$ cat src/rtl/core/bpfp_pkg.sv
// Shared constants, types and the bytewise CRC-16 update for the position frame parser.
package bpfp_pkg;

	localparam logic [7:0]  SYNC_BYTE = 8'hFF;
	localparam logic [7:0]  TYPE_BYTE = 8'h47;
	localparam logic [15:0] ID_CM     = 16'h0001;
	localparam logic [15:0] ID_MM     = 16'h0011;
	localparam logic [7:0]  LEN_CM    = 8'h10;
	localparam logic [7:0]  LEN_MM    = 8'h16;
	localparam logic [15:0] CRC_POLY  = 16'hA001;
	localparam logic [15:0] CRC_INIT  = 16'hFFFF;

	localparam logic [4:0] OFS_SYNC   = 5'd0;
	localparam logic [4:0] OFS_TYPE   = 5'd1;
	localparam logic [4:0] OFS_ID_LO  = 5'd2;
	localparam logic [4:0] OFS_ID_HI  = 5'd3;
	localparam logic [4:0] OFS_LEN    = 5'd4;
	localparam logic [4:0] OFS_HEADER = 5'd5;

	localparam int COORD_COUNT = 12;
	localparam logic [4:0] COORD_FIRST = 5'd9;
	localparam logic [4:0] COORD_LAST  = 5'd20;
	localparam logic [5:0] FRAME_OVERHEAD = 6'd7;

	typedef logic [COORD_COUNT-1:0][7:0] coord_bytes_t;

	typedef struct packed {
		logic done;
		logic hi_res;
	} frame_status_t;

	function automatic logic [15:0] crc16_byte(input logic [15:0] crc, input logic [7:0] b);
		logic [15:0] c;
		c = crc ^ {8'h00, b};
		for (int i = 0; i < 8; i++) begin
			c = c[0] ? ((c >> 1) ^ CRC_POLY) : (c >> 1);
		end
		return c;
	endfunction

endpackage

$ cat src/rtl/core/beacon_position_frame_parser_unit.sv
// Top level of the position frame parser: input register, frame parser and result register.
// The parser takes one received byte per cycle and, for every frame whose header checks pass
// and whose CRC-16 residue is zero, delivers one item with X, Y and Z in millimetres and the
// format flag. A byte is registered on acceptance and processed from the input register, so a
// result is registered once the last byte of its frame is processed. The sustained rate is one
// byte per cycle while results are taken, as CRC and header checks are combinational; a result
// not taken holds the byte behind it in the input register until the result register is free.
module beacon_position_frame_parser_unit (
	input  logic               clk,
	input  logic               arst_n,
	input  logic               in_valid,
	output logic               in_ready,
	input  logic [7:0]         rx_byte,
	output logic               out_valid,
	input  logic               out_ready,
	output logic signed [31:0] pos_x,
	output logic signed [31:0] pos_y,
	output logic signed [31:0] pos_z,
	output logic               high_res
);
	import bpfp_pkg::*;

	logic               valid_s1;
	logic [7:0]         byte_s1;
	logic               step;
	frame_status_t      status;
	coord_bytes_t       coord_bytes;
	logic signed [31:0] x_mm;
	logic signed [31:0] y_mm;
	logic signed [31:0] z_mm;
	logic               out_valid_q;
	logic signed [31:0] pos_x_q;
	logic signed [31:0] pos_y_q;
	logic signed [31:0] pos_z_q;
	logic               high_res_q;

	assign step     = valid_s1 && (!out_valid_q || out_ready);
	assign in_ready = !valid_s1 || step;

	always_ff @(posedge clk or negedge arst_n) begin
		if (!arst_n) begin
			valid_s1 <= 1'b0;
		end else if (in_ready) begin
			valid_s1 <= in_valid;
		end
	end

	always_ff @(posedge clk) begin
		if (in_valid && in_ready) begin
			byte_s1 <= rx_byte;
		end
	end

	bpfp_parse u_parse (
		.clk         (clk),
		.arst_n      (arst_n),
		.step        (step),
		.rx_byte     (byte_s1),
		.status      (status),
		.coord_bytes (coord_bytes)
	);

	bpfp_coord u_coord (
		.coord_bytes (coord_bytes),
		.hi_res      (status.hi_res),
		.pos_x       (x_mm),
		.pos_y       (y_mm),
		.pos_z       (z_mm)
	);

	always_ff @(posedge clk or negedge arst_n) begin
		if (!arst_n) begin
			out_valid_q <= 1'b0;
		end else if (step && status.done) begin
			out_valid_q <= 1'b1;
		end else if (out_ready) begin
			out_valid_q <= 1'b0;
		end
	end

	always_ff @(posedge clk) begin
		if (step && status.done) begin
			pos_x_q    <= x_mm;
			pos_y_q    <= y_mm;
			pos_z_q    <= z_mm;
			high_res_q <= status.hi_res;
		end
	end

	assign out_valid = out_valid_q;
	assign pos_x     = pos_x_q;
	assign pos_y     = pos_y_q;
	assign pos_z     = pos_z_q;
	assign high_res  = high_res_q;

endmodule

$ cat src/rtl/core/bpfp_parse.sv
// Header checks, CRC accumulation and coordinate byte capture for one received byte per step.
module bpfp_parse (
	input  logic                   clk,
	input  logic                   arst_n,
	input  logic                   step,
	input  logic [7:0]             rx_byte,
	output bpfp_pkg::frame_status_t status,
	output bpfp_pkg::coord_bytes_t coord_bytes
);
	import bpfp_pkg::*;

	logic [4:0]   frame_offset_q;
	logic [7:0]   id_lo_q;
	logic         hi_res_q;
	logic [15:0]  crc_q;
	logic [4:0]   len_q;
	coord_bytes_t coord_q;

	logic         good;
	logic [15:0]  id;
	logic [15:0]  crc_next;
	logic [4:0]   ofs_next;
	logic         frame_end;
	logic [3:0]   coord_idx;
	logic         coord_wr;

	always_comb begin
		id   = {rx_byte, id_lo_q};
		good = 1'b1;
		case (frame_offset_q)
			OFS_SYNC:  good = (rx_byte == SYNC_BYTE);
			OFS_TYPE:  good = (rx_byte == TYPE_BYTE);
			OFS_ID_HI: good = (id == ID_CM) || (id == ID_MM);
			OFS_LEN:   good = (rx_byte == (hi_res_q ? LEN_MM : LEN_CM));
			default:   good = 1'b1;
		endcase
		crc_next  = crc16_byte((frame_offset_q == OFS_SYNC) ? CRC_INIT : crc_q, rx_byte);
		ofs_next  = frame_offset_q + 5'd1;
		frame_end = (ofs_next > OFS_HEADER) &&
			({1'b0, ofs_next} == FRAME_OVERHEAD + {1'b0, len_q});
		coord_idx = 4'(frame_offset_q - COORD_FIRST);
		coord_wr  = (frame_offset_q >= COORD_FIRST) && (frame_offset_q <= COORD_LAST);
	end

	always_ff @(posedge clk or negedge arst_n) begin
		if (!arst_n) begin
			frame_offset_q <= '0;
			hi_res_q       <= 1'b0;
			crc_q          <= CRC_INIT;
			len_q          <= '0;
		end else if (step) begin
			if (!good) begin
				frame_offset_q <= '0;
			end else begin
				crc_q          <= crc_next;
				frame_offset_q <= frame_end ? 5'd0 : ofs_next;
				if (frame_offset_q == OFS_ID_HI) begin
					hi_res_q <= (id == ID_MM);
				end
				if (frame_offset_q == OFS_LEN) begin
					len_q <= rx_byte[4:0];
				end
			end
		end
	end

	always_ff @(posedge clk) begin
		if (step && good) begin
			if (frame_offset_q == OFS_ID_LO) begin
				id_lo_q <= rx_byte;
			end
			if (coord_wr) begin
				coord_q[coord_idx] <= rx_byte;
			end
		end
	end

	assign status.done   = good && frame_end && (crc_next == 16'h0000);
	assign status.hi_res = hi_res_q;
	assign coord_bytes   = coord_q;

endmodule

$ cat src/rtl/core/bpfp_coord.sv
// Converts the captured coordinate bytes into signed millimetre values.
module bpfp_coord (
	input  bpfp_pkg::coord_bytes_t coord_bytes,
	input  logic                   hi_res,
	output logic signed [31:0]     pos_x,
	output logic signed [31:0]     pos_y,
	output logic signed [31:0]     pos_z
);
	import bpfp_pkg::*;

	logic signed [31:0] cm_ext [3];
	logic signed [31:0] cm_mm  [3];
	logic signed [31:0] mm_val [3];

	always_comb begin
		for (int k = 0; k < 3; k++) begin
			cm_ext[k] = 32'(signed'({coord_bytes[2*k+1], coord_bytes[2*k]}));
			cm_mm[k]  = (cm_ext[k] <<< 3) + (cm_ext[k] <<< 1);
			mm_val[k] = signed'({coord_bytes[4*k+3], coord_bytes[4*k+2],
				coord_bytes[4*k+1], coord_bytes[4*k]});
		end
		pos_x = hi_res ? mm_val[0] : cm_mm[0];
		pos_y = hi_res ? mm_val[1] : cm_mm[1];
		pos_z = hi_res ? mm_val[2] : cm_mm[2];
	end

endmodule

$ cat config.mk
export PLATFORM = sky130hd
export DESIGN_NAME = beacon_position_frame_parser_unit
export DESIGN_NICKNAME = d
export VERILOG_FILES = /design/src/rtl/core/bpfp_pkg.sv /design/src/rtl/core/beacon_position_frame_parser_unit.sv /design/src/rtl/core/bpfp_parse.sv /design/src/rtl/core/bpfp_coord.sv
export SDC_FILE = /design/constraint.sdc
export NUM_CORES = 1
export LEC_CHECK = 0
export ABC_AREA = 0
export BUFFER_PORTS_ARGS = -buffer_cell sky130_fd_sc_hd__buf_2
export CAP_MARGIN = 20
export CORE_MARGIN = 8
export CORE_UTILIZATION = 35
export DETAILED_ROUTE_END_ITERATION = 8
export GPL_ROUTABILITY_DRIVEN = 1
export PLACE_DENSITY_LB_ADDON = 0.25
export SYNTH_ARGS = -nofsm -noshare
export SYNTH_HDL_FRONTEND = slang
export SYNTH_HIERARCHICAL = 1
export SYNTH_SLANG_ARGS = --single-unit
$ cat constraint.sdc
create_clock -name clk -period 21.4 [get_ports clk]
set_input_delay 2.14 -clock clk [delete_from_list [all_inputs] [get_ports clk]]
set_output_delay 2.14 -clock clk [all_outputs]
set_load 0.03 [all_outputs]
==> results of run 1 <==
==> worst min-delay path by stage <==
stage                     cells past startpoint                           from  slack (ns)                             to
after global placement                        2   u_parse/len_q[4]$_DFFE_PN0P_        0.49   u_parse/len_q[4]$_DFFE_PN0P_
after CTS                                     2   u_parse/crc_q[7]$_DFFE_PN1P_        0.50   u_parse/crc_q[7]$_DFFE_PN1P_
after detailed placement                      2   u_parse/crc_q[7]$_DFFE_PN1P_        0.49   u_parse/crc_q[7]$_DFFE_PN1P_
after global routing                          2  u_parse/crc_q[10]$_DFFE_PN1P_        0.55  u_parse/crc_q[10]$_DFFE_PN1P_
final                                         2  u_parse/crc_q[10]$_DFFE_PN1P_        0.51  u_parse/crc_q[10]$_DFFE_PN1P_
after floorplan                               2   u_parse/len_q[4]$_DFFE_PN0P_        0.47   u_parse/len_q[4]$_DFFE_PN0P_
==> sequential cells by signal (all words and copies together), names as in the netlist <==
| register | count |
|---|---|
| u_parse/id_lo_q | 8 |
| valid_s1 | 1 |
| u_parse/frame_offset_q | 5 |
| pos_y | 32 |
| u_parse/len_q | 5 |
| pos_z | 32 |
| u_parse/crc_q | 16 |
| byte_s1 | 8 |
| u_parse/coord_bytes | 96 |
| pos_x | 32 |
| high_res | 1 |
| u_parse/hi_res_q | 1 |
| out_valid | 1 |
==> final cells by class <==
type	count	area [um^2]	share of cell area, %
clock buffers	27	633	4.58
clock inverters	15	168	1.21
inverters	19	71.3	0.516
multi-input cells	673	4660	33.7
flip-flops and latches	238	7030	50.8
well taps	455	569	4.12
repair buffers	127	691	5.00
==> synth_stat cells (all sizes together) (4+ instances only) <==
library cell,number,area [um^2]
nor2b,9,56.3
nor2,45,176
o21ai,82,422
ha,53,663
nand2b,9,56.3
o31ai,6,63.8
edfxtp,209,6280
a31oi,5,31.3
a211o,4,36.3
nand2,138,518
dfrtp,13,325
xnor2,46,410
o211ai,5,37.5
nand3,15,80.1
xor2,29,254
or3,4,27.5
a211oi,15,123
and3,10,63.8
inv,18,67.6
o2111ai,4,35.0
nor4,18,113
and2,7,43.8
a221o,5,50.1
buf,11,71.3
o21a,10,75.1
a21o,23,174
mux2,22,248
a21oi,35,194
nand4,10,62.6
dfstp,16,420
clkbuf,36,198
mux2i,4,43.8
nor3,12,65.1
==> report_power, final <==
group	internal (uW)	leakage (uW)	switching, uW
combinational	96.1	0.00271	132
sequential	542	0.00222	31.7
clock	250	0.000379	175
==> logic make-up (layout without fill, tap and decap cells) <==
logic type	after synthesis	after routing	share of synthesized area [%]
buf+inv	66	188	2.83
simple gates	292	292	11.7
fa+ha+maj	56	56	6.02
compound gates	221	221	12.4
mux	26	26	2.43
flops	238	238	58.5
xor+xnor	78	78	6.09
==> worst max-delay path, stage by stage, from the launching register on <==
cell and delay (ns):
edfxtp_1 0.72, xnor2_2 0.39, xnor3_1 0.51, xnor2_1 0.16, xnor2_1 0.19, ha_1 0.37, xnor2_1 0.18, nand4_1 0.10
nor2_1 0.12, o2111ai_1 0.16, a2111oi_2 0.30, nand2_1 0.15, nor2b_4 0.39, buf_12 0.26, buf_4 0.60
==> cell usage in the layout (no fill, tap or decap), drive strengths merged, types with 12 or more instances in the layout <==
cell type,n
a21o,23
dfrtp,13
nor3,12
nand3,15
clkbuf,27
mux2,22
inv,19
a211oi,15
buf,127
edfxtp,209
nand2,138
nor2,45
xnor2,46
a21oi,35
o21ai,82
xor2,29
nor4,18
dfstp,16
ha,53
==> metal layers <==
layer,vias to the layer above,track usage (%),part of all wire [%]
met3,35,2.17,4.0
met5,-,0,0
li1,3852,-,-
met1,3854,18.2,46
met2,167,22.5,48
met4,0,2.95,1.5
==> metrics by stage <==
stage               worst slack [ns]  util [%]
finish                         16.35      40.4
global route                   15.98      40.4
CTS                            16.24      40.4
detailed placement             16.29      38.1
global placement               15.92      38.0
floorplan                      13.42         -
==> key figures, run 1 <==
Die
  • FP Rows: 68
  • Die area: 40500 um^2
  • Initial Utilization: 35.1%
  • Placeable Area: 34200 um^2
  • DIE WIDTH: 201 um
  • Die Ht: 201 um
  • IO Count: 111

Drt
  • Vias: 7908
  • Avg WL per Cell: 18.1 um
  • Via density: 5.09
  • Final ANT Viol Nets: 0
  • Detailed Route WL: 28100 um
  • DRT iter0 DRCs: 632
  • TritonRoute pass-1 iters: 5
  • # DRC: 0

Synthesis
  • Top FF cell, synth: edfxtp_1
  • Asr flop ratio synth: 12.2%
  • Mapped Avg Cell Area: 12.3 um^2
  • Post-synth cell types: 87
  • Synth Instances: 977
  • Register area share after synthesis: 58.5%
  • Number of synthesized flops with an enable pin: 209
  • Synth Register Bits: 238
  • Synth Net Count: 1045
  • Synth Cell Area: 12000 um^2
  • Synth Warn #: 6

Place
  • # placed instances: 1512
  • Area post-placement: 13000 um^2
  • Input/output buffers: 110
  • Global placement routability congestion: 0.858
  • Final HPWL DP: 20000 um

Setup path
  • Worst r2r path cells: 14
  • Worst flop-to-flop path endpoint: pos_y[26]$_DFFE_PP_
  • CP required: 21.54 ns
  • R2r setup slk: 16.35 ns
  • CP Launch Type: flip-flop
  • Worst setup path start: byte_s1[2]$_DFFE_PP_
  • RR Startpoint: byte_s1[2]$_DFFE_PP_
  • Element type at the critical path end: flip-flop
  • Crit-path max FO: 58
  • Critical path arrival: 5.19 ns
  • Critical Path End: pos_y[26]$_DFFE_PP_
  • WS Path Type: flip-flop to flip-flop

Global routing
  • Largest net degree at the start of global routing: 112
  • GRT Total Usage: 13.5%
  • Global-route wire length before repair: 44800 um
  • Antenna violations before repair: 0
  • Overflow after GRT: 0
  • Vias in the first global route: 7932

Outcome
  • Status: finished clean

Clock tree
  • Clock root buffer: clkbuf_16
  • Post-cts gate resize count: 0
  • Clock Latency Late Sink: 0.52 ns
  • Worst-path clk slew: 0.06 ns
  • CTS buffer count: 25
  • Hold buffer count at cts: 0
  • Post-CTS setup buffers: 0
  • CTS tree: built
  • H-tree depth: 1
  • CTS sink cnt: 238
  • Clk buf depth: 3

Timing
  • RSZ-0062 raised after global routing: false
  • Max frequency: 198 MHz
  • Hold WS: 0.506 ns
  • Fin. max-slew vios: 0
  • Final min period: 5.05 ns
  • Hold Fails Final Rpt: 0
  • Final worst path period share: 23.6%
  • Relative slew margins: 29.2%
  • Setup TNS Final: 0 ns
  • Worst slew pin tran: 1.06 ns
  • Final setup vio count: 0
  • Setup Skew: 0.0118 ns

Cells and area
  • Non-filler instance count after layout: 1554
  • Finished Cell Area: 13800 um^2
  • P&R area growth vs syn: 15.1%
  • Diode count: 0
  • Final nets: 1152
  • Fill cell count: 3288
  • Layout cells sized above 1: 21.3%

Job
  • Max Cap Viol: 0

Power
  • PwrDens: 88.7 nW/um^2
  • Peak VDD IR: 50.7 uV
  • Power, Total: 1230 uW
  • Leakage: 0.00531 uW

Min path
  • Hold WC Path Type: flip-flop to flip-flop
Note: power is estimated with default switching activity, not from simulation.
==> run 2, diff against run 1 <==
Clock period 21.4 ns to 5.25 ns, I/O delays scaled along.
==> key figures, run 2 (same netlist as run 1, synthesis figures left out) <==
Outcome
  • Status: finished clean

Die
  • Initial Utilization: 35.1%
  • Placeable Area: 34200 um^2
  • DIE WIDTH: 201 um
  • IO Count: 111
  • Die area: 40500 um^2
  • Die Ht: 201 um
  • FP Rows: 68

Clock tree
  • CTS tree: built
  • Post-CTS setup buffers: 0
  • H-tree depth: 1
  • Clock Latency Late Sink: 0.54 ns
  • Clock root buffer: clkbuf_16
  • Clk buf depth: 3
  • Worst-path clk slew: 0.06 ns
  • CTS sink cnt: 238
  • Hold buffer count at cts: 0
  • Post-cts gate resize count: 0
  • CTS buffer count: 28

Power
  • Peak VDD IR: 233 uV
  • Leakage: 0.00544 uW
  • PwrDens: 370 nW/um^2
  • Power, Total: 5200 uW

Timing
  • Worst slew pin tran: 0.959 ns
  • Setup TNS Final: 0 ns
  • Setup Skew: 0.0234 ns
  • Final worst path period share: 86.8%
  • Relative slew margins: 35.6%
  • Max frequency: 219 MHz
  • Fin. max-slew vios: 0
  • RSZ-0062 raised after global routing: false
  • Final setup vio count: 0
  • Final min period: 4.56 ns
  • Hold Fails Final Rpt: 0

Setup path
  • Critical path arrival: 4.77 ns
  • RR Startpoint: u_parse/frame_offset_q[0]$_DFFE_PN0P_
  • Worst r2r path cells: 15
  • Crit-path max FO: 33
  • Element type at the critical path end: flip-flop
  • Worst flop-to-flop path endpoint: pos_x[3]$_DFFE_PP_
  • R2r setup slk: 0.69 ns
  • CP Launch Type: flip-flop
  • CP required: 5.46 ns
  • WS Path Type: flip-flop to flip-flop

Drt
  • Via density: 5.04
  • Detailed Route WL: 28500 um
  • TritonRoute pass-1 iters: 5
  • DRT iter0 DRCs: 530
  • # DRC: 0
  • Vias: 7934
  • Final ANT Viol Nets: 0
  • Avg WL per Cell: 18.1 um

Cells and area
  • Layout cells sized above 1: 22.3%
  • Commonest non-fill, non-tap cell in the layout: edfxtp_1
  • P&R area growth vs syn: 17.1%
  • Final nets: 1166
  • Finished Cell Area: 14100 um^2
  • Number of flip-flops in the largest register: 96
  • Diode count: 0
  • Most frequent cells in the layout: edfxtp_1, nand2_1, buf_2

Global routing
  • Vias in the first global route: 7958
  • Largest net degree at the start of global routing: 101
  • Met1 usage in global routing: 18.1%
  • GRT Total Usage: 13.6%
  • Most Crowded Layer GR: met2
  • Antenna violations before repair: 0
  • Met3 GRT Util: 2.30%
  • Overflow after GRT: 0
  • Global-route wire length before repair: 45000 um
  • Met2 Track Usage GR: 22.9%

Place
  • Final HPWL DP: 19600 um
  • Global placement routability congestion: 0.883
  • Input/output buffers: 110
  • Area post-placement: 13100 um^2

Job
  • Max Cap Viol: 0

Min path
  • Hold WC Path Type: input pin to asynchronous set/reset pin
[run 2: area by class of cell]
cell class / count / area (um^2)
clock buffer: 37 / 786
sequential: 238 / 7030
multi-input combinational: 673 / 4660
tap: 455 / 569
fill: 3297 / 20100
timing repair buffer: 138 / 798
inverter: 19 / 71.3
clock inverter: 15 / 155
[run 2: stage by stage]
stage | std cells | setup slack, ns | utilization, % | hold slack [ns]
2_1_floorplan | 977 | 0.200 | - | 0.229
3_3_place_gp | 1523 | 0.757 | 38.4 | 0.495
3_5_place_dp | 1523 | 0.652 | 38.4 | 0.495
4_1_cts | 1575 | 0.630 | 41.1 | 0.0306
5_1_grt | 1575 | 0.287 | 41.1 | 0.0749
6_report | 1575 | 0.692 | 41.1 | 0.0280
[run 2: layer usage]
layer	wire length, um	vias up
met4	526	0
met2	13500	180
met1	13100	3844
met5	0	-
li1	-	3876
met3	1340	34
[run 2: critical path, cell delays in order, from the launching register on]
cell       delay, ns
dfrtp_1         0.49
inv_1           0.18
ha_1            0.32
nor4b_2         0.63
buf_4           0.32
nor2_1          0.09
xnor2_1         0.20
ha_1            0.32
xnor2_1         0.17
nand4_1         0.10
nor2_1          0.11
o2111ai_1       0.14
a2111oi_2       0.29
nand2_1         0.16
nor2b_4         0.43
buf_12          0.27
[run 2: worst max path at each step]
stage	from	end	slack (ns)	depth (start not counted)
after CTS	u_parse/frame_offset_q[0]$_DFFE_PN0P_	pos_x[3]$_DFFE_PP_	0.63	15
after global placement	u_parse/frame_offset_q[0]$_DFFE_PN0P_	pos_x[4]$_DFFE_PP_	0.76	15
after floorplan	u_parse/frame_offset_q[0]$_DFFE_PN0P_	high_res$_DFFE_PP_	0.20	15
after global routing	u_parse/frame_offset_q[0]$_DFFE_PN0P_	pos_x[3]$_DFFE_PP_	0.29	15
after detailed placement	u_parse/frame_offset_q[0]$_DFFE_PN0P_	pos_x[2]$_DFFE_PP_	0.65	15
final	u_parse/frame_offset_q[0]$_DFFE_PN0P_	pos_x[3]$_DFFE_PP_	0.69	15
[run 2: power breakdown]
part | switching, uW | total, uW | internal [uW] | leakage [uW]
clock network | 747 | 1940 | 1190 | 0.000452
registers | 118 | 2330 | 2210 | 0.00222
logic | 540 | 934 | 394 | 0.00277
total | 1410 | 5200 | 3800 | 0.00544
==> run 3, diff against run 2 <==
Settings changed: ABC_AREA 0 to 1, REMOVE_ABC_BUFFERS set to 1, SLEW_MARGIN set to 20.
==> key figures, run 3 <==
Cells and area
  • Final nets: 1531
  • Fill cell count: 3475
  • Number of flip-flops in the largest register: 96
  • Diode count: 0
  • Layout cells sized above 1: 15.3%
  • Non-filler instance count after layout: 1940
  • Most frequent cells in the layout: nand2_1, edfxtp_1, inv_1
  • Commonest non-fill, non-tap cell in the layout: nand2_1
  • P&R area growth vs syn: 16.8%

Setup path
  • RR Startpoint: u_parse/frame_offset_q[0]$_DFFE_PN0P_
  • Worst r2r path cells: 26
  • WS Path Type: flip-flop to flip-flop
  • CP required: 5.42 ns
  • Worst flop-to-flop path endpoint: pos_z[0]$_DFFE_PP_
  • CP Launch Type: flip-flop
  • Critical path's slowest cell: dfrtp_1
  • R2r setup slk: 0.64 ns
  • CP delay by family, top: simple AND/OR/NAND/NOR gates
  • Critical path arrival: 4.78 ns
  • Bufs and invs on worst path: 6
  • Element type at the critical path end: flip-flop
  • Crit-path max cell delay: 0.46 ns
  • Crit-path max FO: 97
  • Most used cell, CP: nand2_1

Job
  • Max Cap Viol: 0

Global routing
  • Vias in the first global route: 8876
  • GRT Total Usage: 14.3%
  • Global-route wire length before repair: 48100 um
  • Largest net degree at the start of global routing: 98
  • Overflow after GRT: 0
  • Antenna violations before repair: 0

Synthesis
  • Register area share after synthesis: 57.1%
  • Post-synth top area share: 51.1%
  • Post-synth cell types: 39
  • Mapped Avg Cell Area: 9.18 um^2
  • Number of synthesized flops with an enable pin: 209
  • Commonest cells post-synth: nand2_1, edfxtp_1, inv_1
  • Count leader, synth: nand2_1
  • Synth Warn #: 6
  • Post-synthesis cell type with the largest combined area: edfxtp_1
  • Asr flop ratio synth: 12.2%
  • Synth Cell Area: 12300 um^2
  • Synth area leaders: edfxtp_1, nand2_1, ha_1
  • Top FF cell, synth: edfxtp_1
  • Synth Instances: 1339
  • Synth Register Bits: 238

Clock tree
  • CTS buffer count: 28
  • CTS sink cnt: 238
  • H-tree depth: 1
  • CTS tree: built
  • Post-cts gate resize count: 0
  • Worst-path clk slew: 0.06 ns
  • Clock root buffer: clkbuf_16
  • Clk buf depth: 3
  • Post-CTS setup buffers: 0
  • Clock Latency Late Sink: 0.54 ns
  • Hold buffer count at cts: 0

Power
  • Peak VDD IR: 303 uV
  • Power, Total: 5330 uW
  • Leakage: 0.00637 uW
  • PwrDens: 372 nW/um^2

Timing
  • RSZ-0062 raised after global routing: false
  • Final setup vio count: 0
  • Setup Skew: 0.0121 ns
  • Hold WS: 0.0372 ns
  • Final worst path period share: 87.8%
  • Final min period: 4.61 ns
  • Max frequency: 217 MHz
  • Fin. max-slew vios: 0
  • Hold Fails Final Rpt: 0
  • Relative slew margins: 40.3%
  • Worst slew pin tran: 0.895 ns

Place
  • Global placement routability congestion: 0.862
  • Input/output buffers: 110
  • Final HPWL DP: 21700 um
  • # placed instances: 1888

Die
  • FP Rows: 68
  • Die area: 41400 um^2
  • Die Ht: 203 um
  • Placeable Area: 34500 um^2
  • Initial Utilization: 35.6%
  • IO Count: 111
  • DIE WIDTH: 203 um

Drt
  • Final ANT Viol Nets: 0
  • # DRC: 0
  • Met3 WL: 1350 um
  • Wire length on met1: 13900 um
  • Avg WL per Cell: 15.5 um
  • Vias: 9022
  • Max Used Layer: met4
  • DRT iter0 DRCs: 649
  • TritonRoute pass-1 iters: 5
  • Via density: 4.65
  • Detailed Route WL: 30100 um
  • Met2 wire length: 14300 um

Outcome
  • Status: finished clean

Min path
  • Hold WC Path Type: input pin to asynchronous set/reset pin
## run 3: cell types whose count changed in the layout (fill, tap and decap cells not counted), moves of 18 or more
| cell | previous run | this run |
|---|---|---|
| nand2_1 | 138 | 527 |
| inv_1 | 18 | 161 |
| nand3_1 | 14 | 89 |
| o21ai_0 | 80 | 40 |
| xnor2_1 | 45 | 10 |
| a21o_1 | 22 | 0 |
| mux2_2 | 22 | 0 |
| nor2_1 | 44 | 64 |
| nor2_2 | 0 | 18 |
## run 3: worst max path at each step
| stage | slack, ns | to | depth (start not counted) | startpoint |
|---|---|---|---|---|
| finish | 0.64 | pos_z[0]$_DFFE_PP_ | 26 | u_parse/frame_offset_q[0]$_DFFE_PN0P_ |
| global route | 0.16 | pos_z[0]$_DFFE_PP_ | 26 | u_parse/frame_offset_q[0]$_DFFE_PN0P_ |
| CTS | 0.69 | pos_x[17]$_DFFE_PP_ | 26 | u_parse/frame_offset_q[0]$_DFFE_PN0P_ |
| detailed placement | 0.70 | pos_y[1]$_DFFE_PP_ | 26 | u_parse/frame_offset_q[0]$_DFFE_PN0P_ |
| global placement | 0.82 | pos_y[3]$_DFFE_PP_ | 26 | u_parse/frame_offset_q[0]$_DFFE_PN0P_ |
| floorplan | -2.37 | high_res$_DFFE_PP_ | 25 | u_parse/frame_offset_q[0]$_DFFE_PN0P_ |
## run 3: stage by stage
step | worst slack (ns) | util, % | cell area [um^2] | TNS, ns
2_1_floorplan | -2.37 | - | 12200 | -230.25
3_3_place_gp | 0.823 | 38.7 | 13400 | 0
3_5_place_dp | 0.697 | 38.7 | 13400 | 0
4_1_cts | 0.687 | 41.5 | 14400 | 0
5_1_grt | 0.160 | 41.5 | 14400 | 0
6_report | 0.642 | 41.5 | 14400 | 0
## run 3: layout make-up
| cell class | count | area, um^2 | share of cell area, % |
|---|---|---|---|
| Clock buffer | 32 | 737 | 5.14 |
| Multi-Input combinational cell | 910 | 4510 | 31.5 |
| Clock inverter | 20 | 243 | 1.69 |
| Inverter | 165 | 624 | 4.35 |
| Sequential cell | 238 | 7030 | 49.0 |
| Timing Repair Buffer | 120 | 638 | 4.45 |
| Tap cell | 455 | 569 | 3.97 |
## run 3: logic make-up after synthesis
| family | Yosys count | synth area share (%) |
|---|---|---|
| compound gates | 79 | 3.48 |
| xor+xnor | 24 | 1.71 |
| fa+ha+maj | 56 | 5.88 |
| buf+inv | 191 | 6.21 |
| flops | 238 | 57.1 |
| simple gates | 751 | 25.6 |
## run 3: metal layers
metal | vias to the layer above | track usage (%)
met4 | 0 | 2.95
li1 | 4617 | -
met1 | 4189 | 19.0
met2 | 186 | 24.5
met3 | 30 | 2.32
met5 | - | 0
## run 3: report_power, final
part           internal, uW  total (uW)  switching (uW)  leakage, uW
registers              2190        2260            73.6      0.00223
clock network          1260        2030             772     0.000484
logic                   328        1040             712      0.00366
